File: config.mk
export PLATFORM = sky130hd
export DESIGN_NAME = chacha_ctrl
export DESIGN_NICKNAME = d
export VERILOG_FILES = /design/src/rtl/chacha_pkg.sv /design/src/rtl/chacha_ctrl.sv
export SDC_FILE = /design/constraint.sdc
export NUM_CORES = 1
export LEC_CHECK = 0
export ABC_AREA = 1
export BUFFER_PORTS_ARGS = -buffer_cell sky130_fd_sc_hd__buf_4
export CAP_MARGIN = 20
export CORE_AREA = 5 5 42 44
export CTS_BUF_LIST = sky130_fd_sc_hd__clkbuf_16
export DETAILED_ROUTE_END_ITERATION = 8
export DIE_AREA = 0 0 47 49
export GPL_TIMING_DRIVEN = 0
export PLACE_DENSITY = 0.66
export SETUP_SLACK_MARGIN = 0.3
export SLEW_MARGIN = 20
export SYNTH_ARGS = -nofsm -noshare
export SYNTH_HDL_FRONTEND = slang
export SYNTH_SLANG_ARGS = --single-unit
File: constraint.sdc
create_clock -name clk -period 2.3 [get_ports clk]
set_clock_uncertainty 0.05 [all_clocks]
set_input_delay 0.23 -clock clk [delete_from_list [all_inputs] [get_ports clk]]
set_output_delay 0.23 -clock clk [all_outputs]
set_load 0.005 [all_outputs]
File: src/rtl/chacha_pkg.sv
// Package: shared types, constants and round helpers for the ChaCha20 stream cipher.
`default_nettype none
package chacha_pkg;
  localparam int DOUBLE_ROUNDS = 10;
  localparam int NUM_WORDS     = 16;
  localparam int ROUND_W       = 5;
  localparam int CFG_IDX_W     = 3;

  localparam logic [CFG_IDX_W-1:0] REG_KEY0  = 3'd0;
  localparam logic [CFG_IDX_W-1:0] REG_KEY1  = 3'd1;
  localparam logic [CFG_IDX_W-1:0] REG_KEY2  = 3'd2;
  localparam logic [CFG_IDX_W-1:0] REG_KEY3  = 3'd3;
  localparam logic [CFG_IDX_W-1:0] REG_NONCE = 3'd4;

  localparam logic [31:0] SIGMA0 = 32'h61707865;
  localparam logic [31:0] SIGMA1 = 32'h3320646e;
  localparam logic [31:0] SIGMA2 = 32'h79622d32;
  localparam logic [31:0] SIGMA3 = 32'h6b206574;

  typedef logic [31:0] word_t;
  typedef word_t [NUM_WORDS-1:0] state_t;

  typedef enum logic [2:0] {
    ST_IDLE, ST_LOAD, ST_ROUND, ST_FINAL, ST_XOR, ST_OUT
  } ctrl_state_t;

  // controller -> datapath
  typedef struct packed {
    logic take_in;    // capture input item
    logic load;       // load initial state
    logic col_round;  // column round
    logic diag_round; // diagonal round
    logic finalize;   // add back input state
    logic emit;       // form result, advance position
  } dp_cmd_t;

  // datapath -> controller
  typedef struct packed {
    logic need_block; // position is 0 for the held item
  } dp_stat_t;

  function automatic word_t rotl(word_t v, int s);
    rotl = (v << s) | (v >> (32 - s));
  endfunction

  typedef struct packed { word_t a, b, c, d; } qr_t;

  function automatic qr_t quarter(qr_t q);
    qr_t r;
    r = q;
    r.a = r.a + r.b; r.d = rotl(r.d ^ r.a, 16);
    r.c = r.c + r.d; r.b = rotl(r.b ^ r.c, 12);
    r.a = r.a + r.b; r.d = rotl(r.d ^ r.a, 8);
    r.c = r.c + r.d; r.b = rotl(r.b ^ r.c, 7);
    return r;
  endfunction
endpackage
`default_nettype wire

File: src/rtl/chacha_ctrl.sv
// Controller state machine for the ChaCha20 stream cipher.
`default_nettype none
module chacha_ctrl (
  input  logic                   clk,
  input  logic                   rst_n,
  input  logic                   in_valid,
  output logic                   in_ready,
  output logic                   out_valid,
  input  logic                   out_ready,
  input  chacha_pkg::dp_stat_t   stat,
  output chacha_pkg::dp_cmd_t    cmd
);
  import chacha_pkg::*;

  ctrl_state_t state_r, state_nxt;
  logic [ROUND_W-1:0] round_r, round_nxt;
  logic last_round;

  assign last_round = (round_r == ROUND_W'(2*DOUBLE_ROUNDS-1));

  always_comb begin
    state_nxt = state_r;
    round_nxt = round_r;
    case (state_r)
      ST_IDLE: if (in_valid) state_nxt = ST_LOAD;
      ST_LOAD: begin
        round_nxt = '0;
        state_nxt = stat.need_block ? ST_ROUND : ST_XOR;
      end
      ST_ROUND: begin
        round_nxt = round_r + 1'b1;
        if (last_round) state_nxt = ST_FINAL;
      end
      ST_FINAL: state_nxt = ST_XOR;
      ST_XOR:   state_nxt = ST_OUT;
      ST_OUT: if (out_ready) begin
        state_nxt = in_valid ? ST_LOAD : ST_IDLE;
      end
      default: state_nxt = ST_IDLE;
    endcase
  end

  always_comb begin
    cmd       = '0;
    in_ready  = 1'b0;
    out_valid = 1'b0;
    case (state_r)
      ST_IDLE: begin
        in_ready     = 1'b1;
        cmd.take_in  = in_valid;
      end
      ST_LOAD:  cmd.load = stat.need_block;
      ST_ROUND: begin
        cmd.col_round  = ~round_r[0];
        cmd.diag_round = round_r[0];
      end
      ST_FINAL: cmd.finalize = 1'b1;
      ST_XOR:   cmd.emit = 1'b1;
      ST_OUT: begin
        out_valid   = 1'b1;
        in_ready    = out_ready;
        cmd.take_in = out_ready & in_valid;
      end
      default: ;
    endcase
  end

  always_ff @(posedge clk) begin
    if (!rst_n) begin
      state_r <= ST_IDLE;
      round_r <= '0;
    end else begin
      state_r <= state_nxt;
      round_r <= round_nxt;
    end
  end

  a_round_bound: assert property (@(posedge clk) disable iff (!rst_n)
    state_r == ST_ROUND |-> round_r < ROUND_W'(2*DOUBLE_ROUNDS))
    else $error("round index overrun");
  a_final_after_round: assert property (@(posedge clk) disable iff (!rst_n)
    state_r == ST_FINAL |-> $past(state_r) == ST_ROUND)
    else $error("finalize without rounds");
  a_out_hold: assert property (@(posedge clk) disable iff (!rst_n)
    out_valid && !out_ready |=> state_r == ST_OUT)
    else $error("result dropped");
endmodule
`default_nettype wire

Word-level counts from Yosys, hierarchy flattened
Cells that the tools add are included.
- muxes and demuxes: 14
- reductions and logical operators: 3
- add/subtract/negate cells: 1
- bitwise operators: 2
- eq/ne operators: 9
- operators with widths (cell ; count):
    $pmux W3 S6 ; 1
    $mux W3 ; 4
    $pmux W5 S2 ; 1
    $eq A3 B2 Y1 const B ; 2
    $eq A3 B3 Y1 const B ; 2
    $ne A2 B2 Y1 const B ; 3
    $add A5 B1 Y5 const B ; 1
    $eq A5 B5 Y1 const B ; 1
    $mux W1 ; 5
    $pmux W1 S2 ; 2
    $eq A3 B1 Y1 const B ; 1
    $logic_not A3 Y1 ; 1
    $reduce_and A3 Y1 ; 1
    $mux W2 ; 1
    $reduce_bool A2 Y1 ; 1
    $and A1 B1 Y1 ; 1
    $not A1 Y1 ; 1
- bits of input ports: 5
- flip-flop bits (word level): 8
- output and inout bits: 8
- word-level logic and storage cells: 31

Depth between registers and ports, before layout
- word-level depth: 3
- gate-level depth with buffers: 9

Worst setup path after synthesis
Ideal clock, no wire load.
- kind: register -> output
- from: register state_r[0]
- to: output cmd[5] (netlist bit)
- cell stages (with the launch flop): 7
- data arrival time: 0.955 ns
- slack: 1.065 ns
- cells stage by stage: dfxtp_1 > nand2_2 > nor2_4 > inv_2 > o21ai_2 > inv_2 > nor2_2
- RTL lines (what ; RTL line ; source):
    start: declaration ; chacha_ctrl.sv:15 ; ctrl_state_t state_r, state_nxt;
    start signal: assignment ; chacha_ctrl.sv:73 ; state_r <= state_nxt;
    end: declaration ; chacha_ctrl.sv:11 ; output chacha_pkg::dp_cmd_t cmd

==> flow_summary.ini <==
[finish]
fillers = 148
final_nets = 106
most-common-layout-cells = nand2_1, inv_1, buf_4, nor2_1, dfxtp_1
regArea_um2 = 160
synthToLayoutAreaGrowth_pct = 35.9
drive_gt1_frac = 0.296
layout_commonest_cell = nand2_1
multi_input_area_um2 = 288
diodes = 0

[clock_network]
post_cts_buffers = 0
cts.clk_slew.worst_paths_ps = 40
cts-buffers-inserted = 3
hold_buffers = 0
htree_levels = 1
cts_resized = 0
clkLatencyLatePin_ps = 230
root_buffer = clkbuf_16
cts.sinks = 8
cts_tree = done
clockBufferDepth = 2

[run_status]
status = finished, final reports clean

[power_and_ir_drop]
power.leakage_uw = 0.000346
internal-power_uw = 444
power_density_nw_per_um2 = 880
switchingPower_uw = 172
clock_power_share = 0.463
switching_share = 0.279
p_comb_frac = 0.254
seqPwrFrac = 0.283
peakVddDrop_mv = 0.387

[detailed_routing]
wl_per_cell_um = 9.42
routed_wl_um = 1070
dr.pass1.iters = 4
drtIter0Drc = 10
via_count = 539
vias_per_cell = 4.73
ant_nets = 0
drc = 0

[floorplan]
std_cell_rows = 14
fp.dieW_um = 47
initial_utilization = 0.368
ios = 13
dieHeight_um = 49
die-area_um2 = 2300
core_um2 = 1400

[grt]
grt_max_degree = 9
grt_first_pass_wirelength_um = 1990
antenna_found_initial = 0
grt_usage = 0.114
grt_pass1_vias = 498
gr-total-overflow = 0

[place]
place.gp.congestion = 0.835
port_buffers = 12
dpl_worst_slack_ps = 864
dpl.hpwl_um = 853

[critical_path]
arrival_ps = 1380
crit_required_ps = 2020
crit_fanout = 8
startpoint_type = flop
endpoint_kind = output port
critPathKind = flop to output port
reg2reg_setup_slack_ps = 1050

[synthesis]
synth_top_area_cell = dfxtp_1
yosysSeqAreaShare = 0.311
yosys_warnings = 0
synthesis.nets = 89
netlist_area_um2 = 515
yosysTopAreaCellShare = 0.311
synth_cells = 83
synth_seq_cells = 8
synthTopCellsByArea = dfxtp_1, nand2_1, inv_1, nand3_1, nor2_1
synth_cell_type_count = 17
avgSynthCellArea_um2 = 6.21

[sta]
fin_crit_ps = 1660
slew_headroom = 0.799
fin_tns_setup_ps = 0
max_freq_mhz = 602
tightest_slew_ps = 302
fin_crit_sh = 0.722
setup_viol = 0
hold_viol = 0
rsz0062_at_grt = false
drv_slew = 0
fin_ws_ps = 640

[job]
maxCapViolCount = 0

[min_path]
hold_path.class = input port to flop
power groups by stage:
| stage | Clock [uW] | Sequential, uW | Combinational (uW) |
|---|---|---|---|
| floorplan | 0 | 173 | 105 |
| global placement | 0 | 177 | 155 |
| detailed placement | 0 | 177 | 158 |
| CTS | 287 | 175 | 160 |
| global route | 297 | 178 | 182 |
| finish | 285 | 174 | 157 |
worst max-delay path: stages (launching register included):
cell and delay, ps:
dfxtp_1 480, nand2_2 120, nor2_4 200, nand2_1 90
inv_1 60, buf_4 90, buf_4 90
kinds of logic (layout without fill, tap and decap cells):
kind of cell,Yosys count,count (layout),share of synthesized area
adders and majority gates,1,1,0.0243
buffers and inverters,17,32,0.131
AOI/OAI and AO/OA,8,8,0.0874
and+or+nand+nor,49,49,0.447
DFF,8,8,0.311
registers in the layout, indices dropped and copies added, names as in the netlist:
signal,cells
state_r,3
round_r,5
through the flow:
stage | area (um^2) | instances | power, uW | hold slack (ps) | util
5_1_grt | 701 | 114 | 657 | 211 | 0.500
3_5_place_dp | 626 | 111 | 335 | 421 | 0.446
4_1_cts | 701 | 114 | 622 | 205 | 0.500
6_report | 701 | 114 | 616 | 203 | 0.500
2_1_floorplan | 515 | 83 | 277 | 303 | -
3_3_place_gp | 626 | 111 | 332 | 420 | 0.446
cell type report:
type,count,share of cell area
buffer,1,0.0107
clock buffer,3,0.107
inverter,16,0.0857
multi-input combinational,58,0.411
sequential,8,0.229
tap,16,0.0286
timing repair buffer,12,0.129
metal layers:
metal  GRT usage  vias to the layer above  wire (um)
met5           0                        -          0
met4      0.0415                        0          6
met3      0.0369                        2         50
met2       0.176                        9        508
met1       0.144                      240        508
li1            -                      288          -
cell usage after synthesis:
library cell   n
nand2_1       23
inv_1         13
dfxtp_1        8
nor2_1         8
nand3_1        7
a21oi_1        5
inv_2          3
nand2_2        3
nor2_2         3
nand4_1        2
nor2_4         2
a31oi_1        1
buf_4          1
ha_1           1
o21ai_0        1
o21ai_2        1
or2_2          1
path summary, 6_finish.rpt:
path,cells after the start,end,startpoint
worst max-delay path,6,cmd[3],state_r[1]
worst min-delay path,3,round_r[4],rst_n
worst max register to register,7,round_r[2],state_r[0]
worst min register to register,2,round_r[4],round_r[4]
Power figures use the tool's default switching activity.
